$ cat config.mk
export PLATFORM = sky130hd
export DESIGN_NAME = sparse_span_sprite_decoder_unit_flat
export DESIGN_NICKNAME = d
export VERILOG_FILES = /design/src/hw/rtl/spsd_pkg.sv /design/src/hw/rtl/spsd_if.sv /design/src/hw/rtl/spsd_front.sv /design/src/hw/rtl/spsd_queue.sv /design/src/hw/rtl/spsd_back.sv /design/src/hw/rtl/sparse_span_sprite_decoder_unit.sv /design/src/flat_wrapper.sv
export VERILOG_INCLUDE_DIRS = /design/src /design/src/hw/rtl
export SDC_FILE = /design/constraint.sdc
export NUM_CORES = 1
export LEC_CHECK = 0
export BUFFER_PORTS_ARGS = -buffer_cell sky130_fd_sc_hd__buf_2
export CORE_MARGIN = 10
export CORE_UTILIZATION = 35
export DETAILED_ROUTE_END_ITERATION = 12
export GPL_TIMING_DRIVEN = 0
export PLACE_DENSITY = 0.58
export SLEW_MARGIN = 20
export SYNTH_ARGS = -nofsm -noshare
export SYNTH_HDL_FRONTEND = slang
export SYNTH_SLANG_ARGS = --single-unit
export TNS_END_PERCENT = 50
$ cat constraint.sdc
create_clock -name clk -period 14.9 [get_ports clk]
set_clock_uncertainty 0.2 [all_clocks]
set_input_delay 2.235 -clock clk [delete_from_list [all_inputs] [get_ports clk]]
set_output_delay 2.235 -clock clk [all_outputs]
set_load 0.01 [all_outputs]
$ cat src/hw/rtl/assert_macros.svh
// Assertion helpers shared by the RTL. Each expects clk and rst in scope.
`ifndef ASSERT_MACROS_SVH
`define ASSERT_MACROS_SVH

// Antecedent implies consequent in the same cycle.
`define ASSERT_IMPL(label, ante, cons, msg) \
  label: assert property (@(posedge clk) disable iff (rst) (ante) |-> (cons)) \
    else $error(msg);

// Condition must never hold.
`define ASSERT_NEVER(label, cond, msg) \
  label: assert property (@(posedge clk) disable iff (rst) !(cond)) \
    else $error(msg);

`endif

$ cat src/hw/rtl/spsd_pkg.sv
package spsd_pkg;

  // Fixed field widths
  localparam int unsigned BYTE_W  = 8;
  localparam int unsigned WORD_W  = 16;
  localparam int unsigned ADDR_W  = 24;
  localparam int unsigned SKIP_W  = 17;

  // Front-to-back queue depth
  localparam int unsigned QUEUE_DEPTH = 4;

  // Configuration register map (paddr[2])
  localparam logic REG_BITMAP_WIDTH = 1'b0;
  localparam logic REG_TABLE_WIDTH  = 1'b1;
  localparam int unsigned PADDR_W   = 3;
  localparam int unsigned PDATA_W   = 32;

  // Parser phase
  typedef enum logic [2:0] {
    PH_IDLE,
    PH_SKIP_L,
    PH_SKIP_H,
    PH_CNT_L,
    PH_CNT_H,
    PH_DEP_L,
    PH_DEP_H,
    PH_COLOR
  } spsd_phase_t;

  // Commands from parser to index unit
  typedef enum logic [1:0] {
    OP_START,
    OP_SKIP,
    OP_END,
    OP_PIXEL
  } spsd_op_code_t;

  typedef struct packed {
    spsd_op_code_t     code;
    logic [WORD_W-1:0] data;   // skip word or depth
    logic [BYTE_W-1:0] color;
  } spsd_op_t;

  typedef struct packed {
    logic [WORD_W-1:0] bitmap_width;
    logic [WORD_W-1:0] table_width;
  } spsd_cfg_t;

endpackage

$ cat src/hw/rtl/spsd_if.sv
// Byte stream channel
interface spsd_in_if;
  import spsd_pkg::*;
  logic              valid;
  logic              ready;
  logic [BYTE_W-1:0] data_byte;
  logic              start_of_image;

  modport source (output valid, output data_byte, output start_of_image, input ready);
  modport sink   (input valid, input data_byte, input start_of_image, output ready);
endinterface

// Pixel result channel
interface spsd_out_if;
  import spsd_pkg::*;
  logic              valid;
  logic              ready;
  logic [ADDR_W-1:0] pixel_address;
  logic [BYTE_W-1:0] color_index;
  logic [WORD_W-1:0] depth_value;
  logic              end_of_image;
  logic              index_overflow;

  modport source (output valid, output pixel_address, output color_index,
                  output depth_value, output end_of_image, output index_overflow,
                  input ready);
  modport sink   (input valid, input pixel_address, input color_index,
                  input depth_value, input end_of_image, input index_overflow,
                  output ready);
endinterface

$ cat src/hw/rtl/spsd_front.sv
`include "assert_macros.svh"

// Byte parser: tracks the span phase and turns bytes into commands.
module spsd_front (
  input  logic              clk,
  input  logic              rst,
  spsd_in_if.sink           byte_in,
  input  logic              q_full,
  output logic              push,
  output spsd_pkg::spsd_op_t op_out
);
  import spsd_pkg::*;

  spsd_phase_t       phase, phase_next, cur;
  logic [BYTE_W-1:0] low_byte_hold, low_byte_hold_next;
  logic [WORD_W-1:0] pixels_left, pixels_left_next;
  logic [WORD_W-1:0] depth_hold, depth_hold_next;
  logic [WORD_W-1:0] word, left_dec;
  logic              accept;

  assign byte_in.ready = !q_full;
  assign accept        = byte_in.valid && byte_in.ready;
  assign word          = {byte_in.data_byte, low_byte_hold};
  assign left_dec      = pixels_left - WORD_W'(1);

  // State registers
  always_ff @(posedge clk) begin
    if (rst) begin
      phase <= PH_IDLE;
    end else begin
      phase <= phase_next;
    end
  end

  always_ff @(posedge clk) begin
    low_byte_hold <= low_byte_hold_next;
    pixels_left   <= pixels_left_next;
    depth_hold    <= depth_hold_next;
  end

  // Next phase and command
  always_comb begin
    phase_next         = phase;
    low_byte_hold_next = low_byte_hold;
    pixels_left_next   = pixels_left;
    depth_hold_next    = depth_hold;
    push               = 1'b0;
    op_out             = '{code: OP_START, data: '0, color: '0};
    cur                = byte_in.start_of_image ? PH_SKIP_L : phase;
    if (accept) begin
      unique case (cur)
        PH_IDLE: begin
          phase_next = PH_IDLE;
        end
        PH_SKIP_L: begin
          low_byte_hold_next = byte_in.data_byte;
          phase_next         = PH_SKIP_H;
          push               = byte_in.start_of_image;
        end
        PH_SKIP_H: begin
          push = 1'b1;
          if (byte_in.data_byte[BYTE_W-1]) begin
            op_out.code = OP_END;
            phase_next  = PH_IDLE;
          end else begin
            op_out.code = OP_SKIP;
            op_out.data = word;
            phase_next  = PH_CNT_L;
          end
        end
        PH_CNT_L: begin
          low_byte_hold_next = byte_in.data_byte;
          phase_next         = PH_CNT_H;
        end
        PH_CNT_H: begin
          pixels_left_next = word;
          phase_next       = (word == '0) ? PH_SKIP_L : PH_DEP_L;
        end
        PH_DEP_L: begin
          low_byte_hold_next = byte_in.data_byte;
          phase_next         = PH_DEP_H;
        end
        PH_DEP_H: begin
          depth_hold_next = word;
          phase_next      = PH_COLOR;
        end
        PH_COLOR: begin
          push             = 1'b1;
          op_out.code      = OP_PIXEL;
          op_out.data      = depth_hold;
          op_out.color     = byte_in.data_byte;
          pixels_left_next = left_dec;
          phase_next       = (left_dec == '0) ? PH_SKIP_L : PH_DEP_L;
        end
        default: begin
          phase_next = PH_IDLE;
        end
      endcase
    end
  end

  `ASSERT_NEVER(a_idle_no_cmd,
      push && phase == PH_IDLE && !byte_in.start_of_image,
      "command issued from idle without start marker")
  `ASSERT_NEVER(a_push_when_full, push && q_full,
      "command pushed into a full queue")

endmodule

$ cat src/hw/rtl/spsd_queue.sv
`include "assert_macros.svh"

// Short command FIFO between parser and index unit.
module spsd_queue (
  input  logic               clk,
  input  logic               rst,
  input  logic               push,
  input  spsd_pkg::spsd_op_t push_op,
  output logic               full,
  output logic               head_valid,
  output spsd_pkg::spsd_op_t head_op,
  input  logic               pop
);
  import spsd_pkg::*;

  localparam int unsigned PTR_W = $clog2(QUEUE_DEPTH);
  localparam int unsigned CNT_W = $clog2(QUEUE_DEPTH + 1);

  spsd_op_t         slots [QUEUE_DEPTH];
  logic [PTR_W-1:0] wr_ptr, rd_ptr;
  logic [CNT_W-1:0] count;

  assign full       = (count == CNT_W'(QUEUE_DEPTH));
  assign head_valid = (count != '0);
  assign head_op    = slots[rd_ptr];

  // Pointers and fill count
  always_ff @(posedge clk) begin
    if (rst) begin
      wr_ptr <= '0;
      rd_ptr <= '0;
      count  <= '0;
    end else begin
      if (push) begin
        wr_ptr <= wr_ptr + PTR_W'(1);
      end
      if (pop) begin
        rd_ptr <= rd_ptr + PTR_W'(1);
      end
      count <= count + CNT_W'(push) - CNT_W'(pop);
    end
  end

  // Storage
  always_ff @(posedge clk) begin
    if (push) begin
      slots[wr_ptr] <= push_op;
    end
  end

  `ASSERT_NEVER(a_pop_empty, pop && !head_valid, "pop from empty queue")
  `ASSERT_NEVER(a_count_range, count > CNT_W'(QUEUE_DEPTH), "queue count out of range")

endmodule

$ cat src/hw/rtl/spsd_back.sv
`include "assert_macros.svh"

// Index unit: applies skips, keeps the running index and drives results.
module spsd_back #(
  parameter int unsigned INDEX_BITS = 24
) (
  input  logic                clk,
  input  logic                rst,
  input  spsd_pkg::spsd_cfg_t cfg,
  input  logic                op_valid,
  input  spsd_pkg::spsd_op_t  op,
  output logic                pop,
  spsd_out_if.source          pixel_out
);
  import spsd_pkg::*;

  localparam int unsigned SUM_W = ((INDEX_BITS > SKIP_W) ? INDEX_BITS : SKIP_W) + 1;
  localparam int unsigned EXT_W = (INDEX_BITS > ADDR_W) ? INDEX_BITS : ADDR_W;
  localparam logic [INDEX_BITS-1:0] INDEX_LIMIT = {INDEX_BITS{1'b1}};

  logic [INDEX_BITS-1:0] running_index, running_index_next;
  logic                  saturated_flag, saturated_flag_next;
  logic                  out_valid;
  logic                  emits;
  logic signed [SKIP_W:0] corr;
  logic [SKIP_W-1:0]     skip_amt, amount;
  logic [SUM_W-1:0]      sum;
  logic                  over;
  logic [EXT_W-1:0]      idx_ext;

  // Pop whenever the result register can take what this command makes
  assign emits = (op.code == OP_END) || (op.code == OP_PIXEL);
  assign pop   = op_valid && (!emits || !out_valid || pixel_out.ready);

  // Oversize skip correction, clamped at zero
  assign corr = (SKIP_W+1)'(op.data) + (SKIP_W+1)'(cfg.bitmap_width)
              - (SKIP_W+1)'(cfg.table_width);
  always_comb begin
    if (op.data > cfg.bitmap_width) begin
      skip_amt = corr[SKIP_W] ? '0 : corr[SKIP_W-1:0];
    end else begin
      skip_amt = SKIP_W'(op.data);
    end
  end

  // Shared saturating adder for skips and pixel steps
  assign amount = (op.code == OP_SKIP) ? skip_amt : SKIP_W'(1);
  assign sum    = SUM_W'(running_index) + SUM_W'(amount);
  assign over   = (sum > SUM_W'(INDEX_LIMIT));

  always_comb begin
    running_index_next  = running_index;
    saturated_flag_next = saturated_flag;
    if (pop) begin
      unique case (op.code)
        OP_START: begin
          running_index_next  = '0;
          saturated_flag_next = 1'b0;
        end
        OP_SKIP, OP_PIXEL: begin
          if (over) begin
            running_index_next  = INDEX_LIMIT;
            saturated_flag_next = 1'b1;
          end else begin
            running_index_next = sum[INDEX_BITS-1:0];
          end
        end
        OP_END: begin
          running_index_next = running_index;
        end
        default: begin
          running_index_next = running_index;
        end
      endcase
    end
  end

  always_ff @(posedge clk) begin
    if (rst) begin
      running_index  <= '0;
      saturated_flag <= 1'b0;
    end else begin
      running_index  <= running_index_next;
      saturated_flag <= saturated_flag_next;
    end
  end

  // Result register
  assign idx_ext = EXT_W'(running_index);

  always_ff @(posedge clk) begin
    if (rst) begin
      out_valid <= 1'b0;
    end else if (pop && emits) begin
      out_valid <= 1'b1;
    end else if (pixel_out.ready) begin
      out_valid <= 1'b0;
    end
  end

  always_ff @(posedge clk) begin
    if (pop && emits) begin
      if (op.code == OP_END) begin
        pixel_out.pixel_address <= '0;
        pixel_out.color_index   <= '0;
        pixel_out.depth_value   <= '0;
        pixel_out.end_of_image  <= 1'b1;
      end else begin
        pixel_out.pixel_address <= idx_ext[ADDR_W-1:0];
        pixel_out.color_index   <= op.color;
        pixel_out.depth_value   <= op.data;
        pixel_out.end_of_image  <= 1'b0;
      end
      pixel_out.index_overflow <= saturated_flag;
    end
  end

  assign pixel_out.valid = out_valid;

  `ASSERT_IMPL(a_sat_at_limit, saturated_flag, running_index == INDEX_LIMIT,
      "saturation flag set below the index limit")
  `ASSERT_IMPL(a_end_clean, out_valid && pixel_out.end_of_image,
      pixel_out.pixel_address == '0 && pixel_out.color_index == '0
      && pixel_out.depth_value == '0, "end beat carries pixel data")

endmodule

$ cat src/hw/rtl/sparse_span_sprite_decoder_unit.sv
// Channel    | Dir | Beat contents
// byte_in    | in  | data_byte, start_of_image
// pixel_out  | out | pixel_address, color_index, depth_value, end_of_image, index_overflow
// APB        | in  | bitmap_width (0x0), table_width (0x4)
//
// One byte is taken per cycle unless the queue is full; beats leave the result register.
// The index adder handles one command per cycle unless a stalled pixel_out holds it.
// A four-entry command queue lets the parser run on while pixel_out is stalled.
// rst is synchronous and clears the parser phase, queue, index and flags.
module sparse_span_sprite_decoder_unit #(
  parameter int unsigned INDEX_BITS = 24
) (
  input  logic                          clk,
  input  logic                          rst,
  spsd_in_if.sink                       byte_in,
  spsd_out_if.source                    pixel_out,
  input  logic                          psel,
  input  logic                          penable,
  input  logic                          pwrite,
  input  logic [spsd_pkg::PADDR_W-1:0]  paddr,
  input  logic [spsd_pkg::PDATA_W-1:0]  pwdata,
  output logic [spsd_pkg::PDATA_W-1:0]  prdata,
  output logic                          pready
);
  import spsd_pkg::*;

  spsd_cfg_t cfg;
  logic      cfg_write;
  logic      q_full, push, head_valid, pop;
  spsd_op_t  push_op, head_op;

  // Configuration registers
  assign pready    = 1'b1;
  assign cfg_write = psel && penable && pwrite;

  always_ff @(posedge clk) begin
    if (rst) begin
      cfg.bitmap_width <= WORD_W'(1);
      cfg.table_width  <= '0;
    end else if (cfg_write) begin
      if (paddr[2] == REG_BITMAP_WIDTH) begin
        cfg.bitmap_width <= pwdata[WORD_W-1:0];
      end else begin
        cfg.table_width <= pwdata[WORD_W-1:0];
      end
    end
  end

  assign prdata = (paddr[2] == REG_TABLE_WIDTH) ? PDATA_W'(cfg.table_width)
                                                : PDATA_W'(cfg.bitmap_width);

  spsd_front u_front (
    .clk     (clk),
    .rst     (rst),
    .byte_in (byte_in),
    .q_full  (q_full),
    .push    (push),
    .op_out  (push_op)
  );

  spsd_queue u_queue (
    .clk        (clk),
    .rst        (rst),
    .push       (push),
    .push_op    (push_op),
    .full       (q_full),
    .head_valid (head_valid),
    .head_op    (head_op),
    .pop        (pop)
  );

  spsd_back #(
    .INDEX_BITS (INDEX_BITS)
  ) u_back (
    .clk       (clk),
    .rst       (rst),
    .cfg       (cfg),
    .op_valid  (head_valid),
    .op        (head_op),
    .pop       (pop),
    .pixel_out (pixel_out)
  );

endmodule

$ cat src/flat_wrapper.sv
// flat-port wrapper written by rule: the top's interface ports become plain ports
module sparse_span_sprite_decoder_unit_flat import spsd_pkg::*;
#(
  parameter int unsigned INDEX_BITS = 24
)
  (clk, rst, psel, penable, pwrite, paddr, pwdata, prdata, pready, byte_in_valid, byte_in_data_byte, byte_in_start_of_image, byte_in_ready, pixel_out_valid, pixel_out_pixel_address, pixel_out_color_index, pixel_out_depth_value, pixel_out_end_of_image, pixel_out_index_overflow, pixel_out_ready);
  spsd_in_if byte_in_i ();
  spsd_out_if pixel_out_i ();
  input  logic clk;
  input  logic rst;
  input  logic psel;
  input  logic penable;
  input  logic pwrite;
  input  logic [spsd_pkg::PADDR_W-1:0] paddr;
  input  logic [spsd_pkg::PDATA_W-1:0] pwdata;
  output logic [spsd_pkg::PDATA_W-1:0] prdata;
  output logic pready;
  input wire logic [$bits(byte_in_i.valid)-1:0] byte_in_valid;
  input wire logic [$bits(byte_in_i.data_byte)-1:0] byte_in_data_byte;
  input wire logic [$bits(byte_in_i.start_of_image)-1:0] byte_in_start_of_image;
  output wire logic [$bits(byte_in_i.ready)-1:0] byte_in_ready;
  output wire logic [$bits(pixel_out_i.valid)-1:0] pixel_out_valid;
  output wire logic [$bits(pixel_out_i.pixel_address)-1:0] pixel_out_pixel_address;
  output wire logic [$bits(pixel_out_i.color_index)-1:0] pixel_out_color_index;
  output wire logic [$bits(pixel_out_i.depth_value)-1:0] pixel_out_depth_value;
  output wire logic [$bits(pixel_out_i.end_of_image)-1:0] pixel_out_end_of_image;
  output wire logic [$bits(pixel_out_i.index_overflow)-1:0] pixel_out_index_overflow;
  input wire logic [$bits(pixel_out_i.ready)-1:0] pixel_out_ready;
  assign byte_in_i.valid = byte_in_valid;
  assign byte_in_i.data_byte = byte_in_data_byte;
  assign byte_in_i.start_of_image = byte_in_start_of_image;
  assign byte_in_ready = byte_in_i.ready;
  assign pixel_out_valid = pixel_out_i.valid;
  assign pixel_out_pixel_address = pixel_out_i.pixel_address;
  assign pixel_out_color_index = pixel_out_i.color_index;
  assign pixel_out_depth_value = pixel_out_i.depth_value;
  assign pixel_out_end_of_image = pixel_out_i.end_of_image;
  assign pixel_out_index_overflow = pixel_out_i.index_overflow;
  assign pixel_out_i.ready = pixel_out_ready;
  sparse_span_sprite_decoder_unit #(.INDEX_BITS(INDEX_BITS)) u_core (.clk(clk), .rst(rst), .byte_in(byte_in_i), .pixel_out(pixel_out_i), .psel(psel), .penable(penable), .pwrite(pwrite), .paddr(paddr), .pwdata(pwdata), .prdata(prdata), .pready(pready));
endmodule
-- Word-level counts from Yosys, hierarchy flattened
Memories as Yosys holds them, arrays and structs flattened. A register that Yosys moved wholly into a read port is not among the register bits.
Cells that the tools add are included.
- logic and storage cells: 99
- memories: 1
- bits in writable memories: 104
- bits in registers: 158
- input bits: 51
- add/sub/neg operators: 8
- equality and inequality tests: 12
- muxes and demuxes: 28
- reduce and logical (&&, ||, !) cells: 29
- order comparisons: 2
- bitwise gates (word level): 2
- memories (name ; words ; bits a word ; rd ports ; clocked after Yosys merged registers in ; wr ports ; RTL line ; RTL):
    u_core.u_queue.slots ; 4 ; 26 ; 1 ; 1 ; 1 ; spsd_queue.sv:19 ; spsd_op_t slots [QUEUE_DEPTH];
- operators with widths (operator ; number):
    17-bit 2-to-1 mux ; 3
    24-bit case mux with 2 select lines ; 1
    18-bit case mux with 2 select lines ; 1
    16-bit zero test ; 2
    16-bit case mux with 2 select lines ; 1
    26-bit 2-to-1 mux ; 1
    24-bit by 17-bit adder with 25-bit output ; 1
    25-bit by 24-bit > comparator with 1-bit output (second input constant) ; 1
    24-bit 2-to-1 mux ; 1
    3-bit case mux with 8 select lines ; 1
    17-bit by 16-bit subtractor with 18-bit output ; 1
    16-bit by 16-bit adder with 17-bit output ; 1
    16-bit > comparator ; 1
    16-bit 2-to-1 mux ; 1
    16-bit by 1-bit subtractor with 16-bit output (second input constant) ; 1
    3-bit == test (second input constant) ; 5
    15-bit 2-to-1 mux ; 1
    2-bit AND reduction ; 6
    3-bit 2-to-1 mux ; 3
    2-bit 2-to-1 mux ; 4
    8-bit 2-to-1 mux ; 1
    1-bit 2-to-1 mux ; 7
    3-bit by 2-bit == test with 1-bit output (second input constant) ; 2
    2-bit nonzero test ; 3
    other kinds (18) ; 31

-- Logic depth before layout (Yosys ltp)
Gate-level depths: netlist (run 1).
- depth after elaboration: 9
- gate-level depth with buffers: 25
- depth with buffers taken out: 23

-- By module
From an unflattened synthesis (run 1), not the netlist that was laid out.
- cell total of the unflattened synthesis: 1159
- area, all modules: 13860.8 µm²
- modules (own cells, without submodules) (module ; seq. area each (µm²) ; times used ; cells an instance ; area each (µm²)):
    spsd_back ; 2021.9 ; 1 ; 600 ; 5606.6
    spsd_queue ; 3303.2 ; 1 ; 178 ; 4237.8
    spsd_front ; 1261.2 ; 1 ; 219 ; 2312.2
    sparse_span_sprite_decoder_unit ; 640.6 ; 1 ; 162 ; 1704.1

-- Worst setup path before layout (run 1)
OpenSTA, ideal clock, no wires.
- path type: flip-flop to flip-flop
- start: register (tool-made name)
- end: register u_core.u_back.running_index[14] (netlist: u_core.u_back.idx_ext[14])
- arrival: 5829 ps
- required time: 14578 ps
- setup slack: 8750 ps
- library setup time: 122 ps
- cell stages (with the launch flop): 26
- buffers on the path: 2
- path through: dfxtp_1 > buf_6 > buf_1 > mux4_2 > inv_1 > fa_1 > inv_1 > ha_1 > a2111oi_0 > o21ai_0 > a32o_1 > o21ai_0 > a21o_1 > a21oi_1 > a221o_1 > ha_1 > inv_1 > fa_1 > nor2b_1 > o31a_1 > o31ai_1 > o211ai_1 > a21o_1 > a21oi_1 > xnor2_1 > a221o_1
- RTL lines (what ; RTL line ; RTL):
    end signal: assignment ; spsd_back.sv:83 ; running_index <= running_index_next;
    end: declaration ; spsd_back.sv:21 ; logic [INDEX_BITS-1:0] running_index, running_index_next;

==> impl_results.md, run 1 <==
* Setup bufs post-CTS at 0
* Top Metal Used: met4
* Largest net degree at the start of global routing at 51
* Synth async-reset ratio at 0%
* Port Buffers at 97
* Die height at 214 µm
* Post_cts resized at 0
* Hold WS at 238 ps
* Placed wire-length estimate at 24800 µm
* R2r worst-path depth at 24
* Wire length on met1 at 15000 µm
* Critical Path RT at 15160 ps
* Final min period at 7610 ps
* DRC at 0
* Status: finished clean
* Final worst-path cycle share at 51.1%
* Met3 WL post-DR at 1620 µm
* RSZ-0062 raised after global routing: false
* Final worst slack at 7290 ps
* Die width at 214 µm
* Critical path's slowest cell: clkbuf_1
* Reg2reg setup slack at 7290 ps
* Post-synth EDFFs at between 150 and 200
* WL per Instance at ~18 µm
* Synth unique cells at 64
* Register bit total from synthesis at 264
* Worst Setup End Kind: flop
* Antenna violations before repair at 0
* Clock buffer depth at 3
* Leak pwr at roughly 0.0056 µW
* Worst Hold End: u_core.u_back.pixel_out.index_overflow
* Least-Margin Pin Slew at 865 ps
* Nets at roughly 1500
* Syn Area/Cell at 11.1 µm²
* Setup violation total in the final timing report at 0
* Yosys warns at 0
* Fmax achieved at 0.131 GHz
* Max Cap Viol at 0
* Area Growth Syn to Fin at 16.5%
* CP top delay family: compound AO/OA/AOI/OAI gates
* Routed WL at 33300 µm
* Hold Crit Start: u_core.u_back.saturated_flag
* Pwr/cell area at around 180 mW/mm²
* Top_reg_cell synth: edfxtp_1
* Hold path cells at 0
* H-tree levels at 1
* Max Slew Vio Count at 0
* Max incr delay on CP at 550 ps
* FF-to-FF End: u_core.u_back.idx_ext[15]
* Setup CP Type: flop to flop
* GPL Wtd Cong at ~0.9
* Worst min path class: flop to flop
* CTS tree: built
* CORE AREA at between 0.03 and 0.04 mm²
* CP startpoint kind: flop
* Gr usage total at 14.1%
* Fin. Hold Viols at 0
* CTS clk-pin slew, worst paths at approximately 60 ps
* Vias in the first global route at 9281
* CTS Hold Buffers Added at 0
* DP Worst Slack at 7320 ps
* Row count at 71
* Register area share after synthesis at 54.6%
* Via count at around 9300
* I/O pins at 136
* TritonCTS sink count at approximately 260
* Max_slew headroom at 42.4%
* Initial Util at 35.3%
* DR pass1 iterations at 5
* Die area at about 0.046 mm²
* Most common cell on crit path: o21ai_0
* Metal2 WL at 15800 µm
* Antenna-violating nets left at 0
* Gate Count Post-Synth at approximately 1200
* Peak supply drop at roughly 0.000098 V
* Setup_tns at 0 ps
* Max FO, Critical Path at 10
* Ordered cell list for the critical path: clkbuf_1 -> clkbuf_1 -> mux4_2 -> inv_1 -> fa_1 -> inv_1 -> ha_1 -> a2111oi_0 -> o21ai_0 -> a32o_1 -> o21ai_0 -> a21o_1 -> a21oi_1 -> nand2_1 -> o21ai_0 -> ha_1 -> nor2b_1 -> o31a_1 -> o31ai_1 -> o211ai_1 -> a21bo_2 -> nand2b_1 -> nor2_1 -> a221o_1
* Buf+Inv Stages, Crit Path at 4
* Syn Std Cell Area at 0.0132 mm²
* First-pass GRT wire length at 52400 µm
* 1st-iter DRT viols at ~600
* Via-per-instance ratio at a little under 5
* Worst path arrival time at 7880 ps
* Clk_lat worst skew at a little under 600 ps
* Root Driver: clkbuf_16
* Total grt overflow at 0
* CTS Buf Count at 30
* Share of cells above drive strength 1 at 15.2%
==> cell usage in the layout (no fill, tap or decap), types with 7 or more instances in the layout <==
master     Yosys  final
inv_1         81     81
a21oi_1       82     82
nand4_1        9      9
clkbuf_1      38     45
nand2b_1      12     12
nand3_1       21     21
and3_1        12     12
and2_1        42     37
a22oi_1       17     17
nor4_1         8      7
conb_1         2     17
buf_4         17     18
buf_2          3    100
xnor2_1       29     29
dfxtp_1       70     70
nand2_1      154    154
mux4_2        25     25
fa_1          18     18
o21ai_0       81     81
ha_1          58     58
edfxtp_1     194    194
a31oi_1        8      8
nor2b_1        7      7
a21o_1         8      8
xor2_1        16     16
nor3_1        17     16
nor2_1        81     81
clkbuf_16      0     30
==> logic make-up (layout without fill, tap and decap cells) <==
group / count (synthesis) / in the layout / share of synthesized area (%)
AND/OR/NAND/NOR: 381 / 381 / 13.4
flip-flops: 264 / 264 / 54.6
AO/OA/AOI/OAI: 245 / 245 / 11.1
buffers and inverters: 149 / 303 / 4.91
adder cells (fa/ha/maj): 76 / 76 / 8.20
XOR/XNOR: 45 / 45 / 2.98
multiplexers: 30 / 30 / 4.76
other: 2 / 18 / 0.0567
==> power breakdown <==
| group | total [µW] | leakage (µW) | switching, µW | internal (µW) |
|---|---|---|---|---|
| Clock | 713 | 0.000478 | 299 | 414 |
| Combinational | 1120 | 0.00290 | 682 | 436 |
| Sequential | 992 | 0.00225 | 47.1 | 945 |
==> registers in the layout, summed over array words and instances (netlist names), named ones only <==
| name | count |
|---|---|
| u_core.u_queue.slots | 104 |
| u_core.cfg | 32 |
| u_core.u_back.idx_ext | 24 |
| u_core.u_back.pixel_out.pixel_address | 24 |
| u_core.u_back.pixel_out.depth_value | 16 |
| u_core.u_front.depth_hold | 16 |
| u_core.u_front.pixels_left | 16 |
| u_core.u_back.pixel_out.color_index | 8 |
| u_core.u_front.low_byte_hold | 8 |
| u_core.u_front.phase | 3 |
| u_core.u_queue.count | 3 |
| u_core.u_queue.rd_ptr | 2 |
| u_core.u_queue.wr_ptr | 2 |
| u_core.u_back.pixel_out.end_of_image | 1 |
| u_core.u_back.pixel_out.index_overflow | 1 |
| u_core.u_back.pixel_out.valid | 1 |
| u_core.u_back.saturated_flag | 1 |
==> Yosys cell counts (9+ instances only) <==
cell / instances / area share (%)
a21oi_1: 82 / 3.1
a22oi_1: 17 / 0.96
and2_1: 42 / 2.0
and3_1: 12 / 0.57
buf_4: 17 / 0.96
clkbuf_1: 38 / 1.1
dfxtp_1: 70 / 11
edfxtp_1: 194 / 44
fa_1: 18 / 2.7
ha_1: 58 / 5.5
inv_1: 81 / 2.3
mux4_2: 25 / 4.3
nand2_1: 154 / 4.4
nand2b_1: 12 / 0.57
nand3_1: 21 / 0.79
nand4_1: 9 / 0.43
nor2_1: 81 / 2.3
nor3_1: 17 / 0.64
o21ai_0: 81 / 3.1
xnor2_1: 29 / 1.9
xor2_1: 16 / 1.1
==> how the worst max path moves through the flow <==
stage	startpoint	to	slack [ps]	depth (start not counted)
6_report	flop	u_core.u_back.idx_ext[15]	7290	24
5_1_grt	flop	u_core.u_back.idx_ext[4]	6650	25
4_1_cts	flop	u_core.u_back.idx_ext[15]	7290	24
3_5_place_dp	flop	u_core.u_back.idx_ext[15]	7320	24
3_3_place_gp	flop	u_core.u_back.idx_ext[14]	7390	24
2_1_floorplan	flop	u_core.u_back.idx_ext[14]	8750	25
==> per-layer routing <==
layer  global-route usage (%)  up-vias
li1                         -     4535
met1                     18.6     4488
met2                     23.1      239
met3                     2.51       51
met4                     4.25        0
met5                        0        -
==> layout make-up <==
type | count | area, µm²
Fill cell | 3662 | 22100
Inverter | 82 | 308
Timing Repair Buffer | 98 | 493
Multi-Input combinational cell | 794 | 5440
Buffer | 67 | 342
Tap cell | 511 | 639
Clock buffer | 42 | 846
Sequential cell | 264 | 7230
Clock inverter | 14 | 126
Antenna cell | 1 | 2.50
==> metrics by stage <==
stage	instances	cell area (µm²)	power (µW)	utilization, %
6_report	1873	15400	2820	41.1
5_1_grt	1872	15400	3020	41.1
4_1_cts	1872	15400	2850	41.1
3_5_place_dp	1816	14400	2130	38.5
3_3_place_gp	1815	14400	2120	38.5
2_1_floorplan	1207	13300	1790	-
Power figures use the tool's default switching activity.
==> run 2, diff against run 1 <==
- ABC_AREA: unset -> 1
- PLACE_DENSITY: 0.58 -> 0.6
- clock period: 14.9 -> 6.8 ns (I/O delays scaled with it)
==> impl_results.md, run 2 <==
* Antenna-violating nets left at 0
* CTS Buf Count at 29
* Post-Synth Adder-Cell Area at 7.76%
* Die area at 0.0484 mm²
* RSZ-0062 raised after global routing: false
* Setup bufs post-CTS at 0
* Placed wire-length estimate at 29600 µm
* Area contributors post-synth: edfxtp_1, dfxtp_1, nand2_1, nor2_1, ha_1
* Post-synthesis mux area share at 0%
* Commonest cells post-synth: nand2_1, nor2_1, edfxtp_1
* Register bit total from synthesis at 264
* Combinational family with the most area after synthesis: simple AND/OR/NAND/NOR gates
* Worst min path class: flop to flop
* WL per Instance at around 17 µm
* Regs by FF count: u_core.u_queue.slots: 104 flops, u_core.cfg: 32 flops
* Most common cell on crit path: nand2_1
* Synth unique cells at between 40 and 50
* Die height at 220 µm
* Hold path cells at 2
* Commonest non-fill, non-tap cells in the layout: nand2_1, nor2_1, edfxtp_1, inv_1, a21oi_1
* Yosys warns at 0
* Nets at 1834
* CTS tree: built
* Post-synthesis simple-gate area fraction at ~18%
* CTS clk-pin slew, worst paths at 60 ps
* Total grt overflow at 0
* Max FO, Critical Path at 10
* Critical Path RT at around 7000 ps
* Worst path arrival time at ~6500 ps
* TritonCTS sink count at ~260
* Routed WL at a little under 40000 µm
* Max FFs per register at roughly 100
* Status: finished clean
* DR pass1 iterations at 7
* CP startpoint kind: flop
* Post-DP Area at 0.0154 mm²
* Leak pwr at 0.00672 µW
* Worst Setup End Kind: flop
* Clock buffer depth at 3
* Share of cells above drive strength 1 at 14.6%
* DRC at 0
* Pwr/cell area at 478 mW/mm²
* Final instance area at between 0.015 and 0.02 mm²
* H-tree levels at 1
* Via count at 11103
* Max incr delay on CP at 570 ps
* DP Worst Slack at between 150 and 200 ps
* CORE AREA at about 0.040 mm²
* Clk_lat worst skew at 580 ps
* Top-count cell post-synth: nand2_1
* Max_slew headroom at a little under half
* Final min period at 6290 ps
* Setup_tns at 0 ps
* Final worst slack at between 500 and 600 ps
* Top_reg_cell synth: edfxtp_1
* Largest net degree at the start of global routing at 28
* Fmax achieved at 0.159 GHz
* GPL Wtd Cong at 0.905
* Least-Margin Pin Slew at 798 ps
* Synth async-reset ratio at 0%
* 1st-iter DRT viols at 800
* Max Cap Viol at 0
* Commonest non-fill, non-tap cell in the layout: nand2_1
* Critical path's slowest cell: fa_1
* Register area share after synthesis at 51.6%
* Yosys top cell area share at 41.6%
* Root Driver: clkbuf_16
* Initial Util at 35.3%
* Peak supply drop at 0.000224 V
* Reg2reg setup slack at 510 ps
* Compound-Gate Fraction of Synth Area at 12.8%
* Vias in the first global route at 10624
* Area Growth Syn to Fin at 17.4%
* Row count at between 70 and 80
* Fin. Hold Viols at 0
* I/O pins at approximately 140
* # diodes at 0
* Gate Count Post-Synth at 1557
* Antenna violations before repair at 0
* Syn Area/Cell at 8.99 µm²
* Gr usage total at 15.6%
* Setup violation total in the final timing report at 0
* First-pass GRT wire length at 59600 µm
* Via-per-instance ratio at a little under 5
* Post-synthesis xor/xnor area fraction at 1.63%
* Setup CP Type: flop to flop
* Port Buffers at 99
* Syn Std Cell Area at roughly 0.014 mm²
* Hold Crit Start: u_core.u_queue.rd_ptr[1]
* FF-to-FF End: u_core.u_back.idx_ext[21]
* Post-synth EDFFs at 194
* Final worst-path cycle share at 92.5%
* Post-synth top area cell: edfxtp_1
* Die width at about 220 µm
* CTS Hold Buffers Added at 0
* Reg with most FFs: u_core.u_queue.slots
* R2r worst-path depth at 32
* Max Slew Vio Count at 0
[run 2: changes by cell type after synthesis, moves of 25 or more]
cell and change:
nor2_1 +126, and2_1 -42, a21oi_1 +31, nand3_1 +31, mux4_2 -25, inv_1 +95, nand2_1 +148
[run 2: kinds of logic (layout without fill, tap and decap cells)]
family	after synthesis	in the layout
xor gates and xnor gates	26	26
other	2	17
and+or+nand+nor	621	621
DFF	264	264
adders and majority gates	76	76
buffers and inverters	262	420
AOI/OAI and AO/OA	306	306
[run 2: where the power goes]
group | leakage, µW | total, µW | switching, µW | internal, µW
clock | 0.000482 | 1620 | 661 | 959
combinational | 0.00388 | 4020 | 2680 | 1340
sequential | 0.00236 | 2220 | 110 | 2110
total | 0.00672 | 7860 | 3450 | 4410
[run 2: worst max path at each step]
stage                     slack [ps]  start  depth (start not counted)                   endpoint
after CTS                        140   flop                         28  u_core.u_back.idx_ext[22]
after global routing               4   flop                         34  u_core.u_back.idx_ext[17]
after detailed placement         180   flop                         28  u_core.u_back.idx_ext[22]
after floorplan                 1930   flop                         34  u_core.u_back.idx_ext[22]
final                            510   flop                         32  u_core.u_back.idx_ext[21]
after global placement           200   flop                         28  u_core.u_back.idx_ext[22]
[run 2: cell type report]
cell class,count,area (µm²)
Buffer,69,370
Clock buffer,39,816
Clock inverter,15,168
Fill cell,3971,23200
Inverter,192,728
Multi-Input combinational cell,1046,5820
Sequential cell,264,7230
Tap cell,525,657
Timing Repair Buffer,105,644
[run 2: timing repair]
action,CTS,global route
endpoints found under the hold margin,0,0
gates resized for setup,0,18
setup endpoints to repair,0,22
[run 2: per-stage QoR]
stage | utilization, % | power, µW | instances | hold slack (ps)
floorplan | - | 4960 | 1572 | 209
global route | 41.5 | 8440 | 2255 | 314
CTS | 41.3 | 7890 | 2256 | 276
global placement | 38.4 | 6170 | 2196 | 249
finish | 41.5 | 7860 | 2255 | 273
detailed placement | 38.8 | 6250 | 2202 | 267
[run 2: routing by layer]
metal / vias to the layer above / share of wire, % / routed length (µm) / GRT usage (%)
met1: 5246 / 45 / 17300 / 20.7
met5: - / 0 / 0 / 0
met3: 58 / 5.3 / 2060 / 2.37
li1: 5486 / - / - / -
met4: 0 / 2.4 / 922 / 3.93
met2: 313 / 48 / 18600 / 26.3
[run 2: worst max-delay path: cells and delay by family (launching register included)]
family                     cells  cell delay [ps]
DFF                            1              300
xor gates and xnor gates       1              160
adders and majority gates      3             1340
buffers and inverters          8             1360
and+or+nand+nor               16             1830
AOI/OAI and AO/OA              4              940
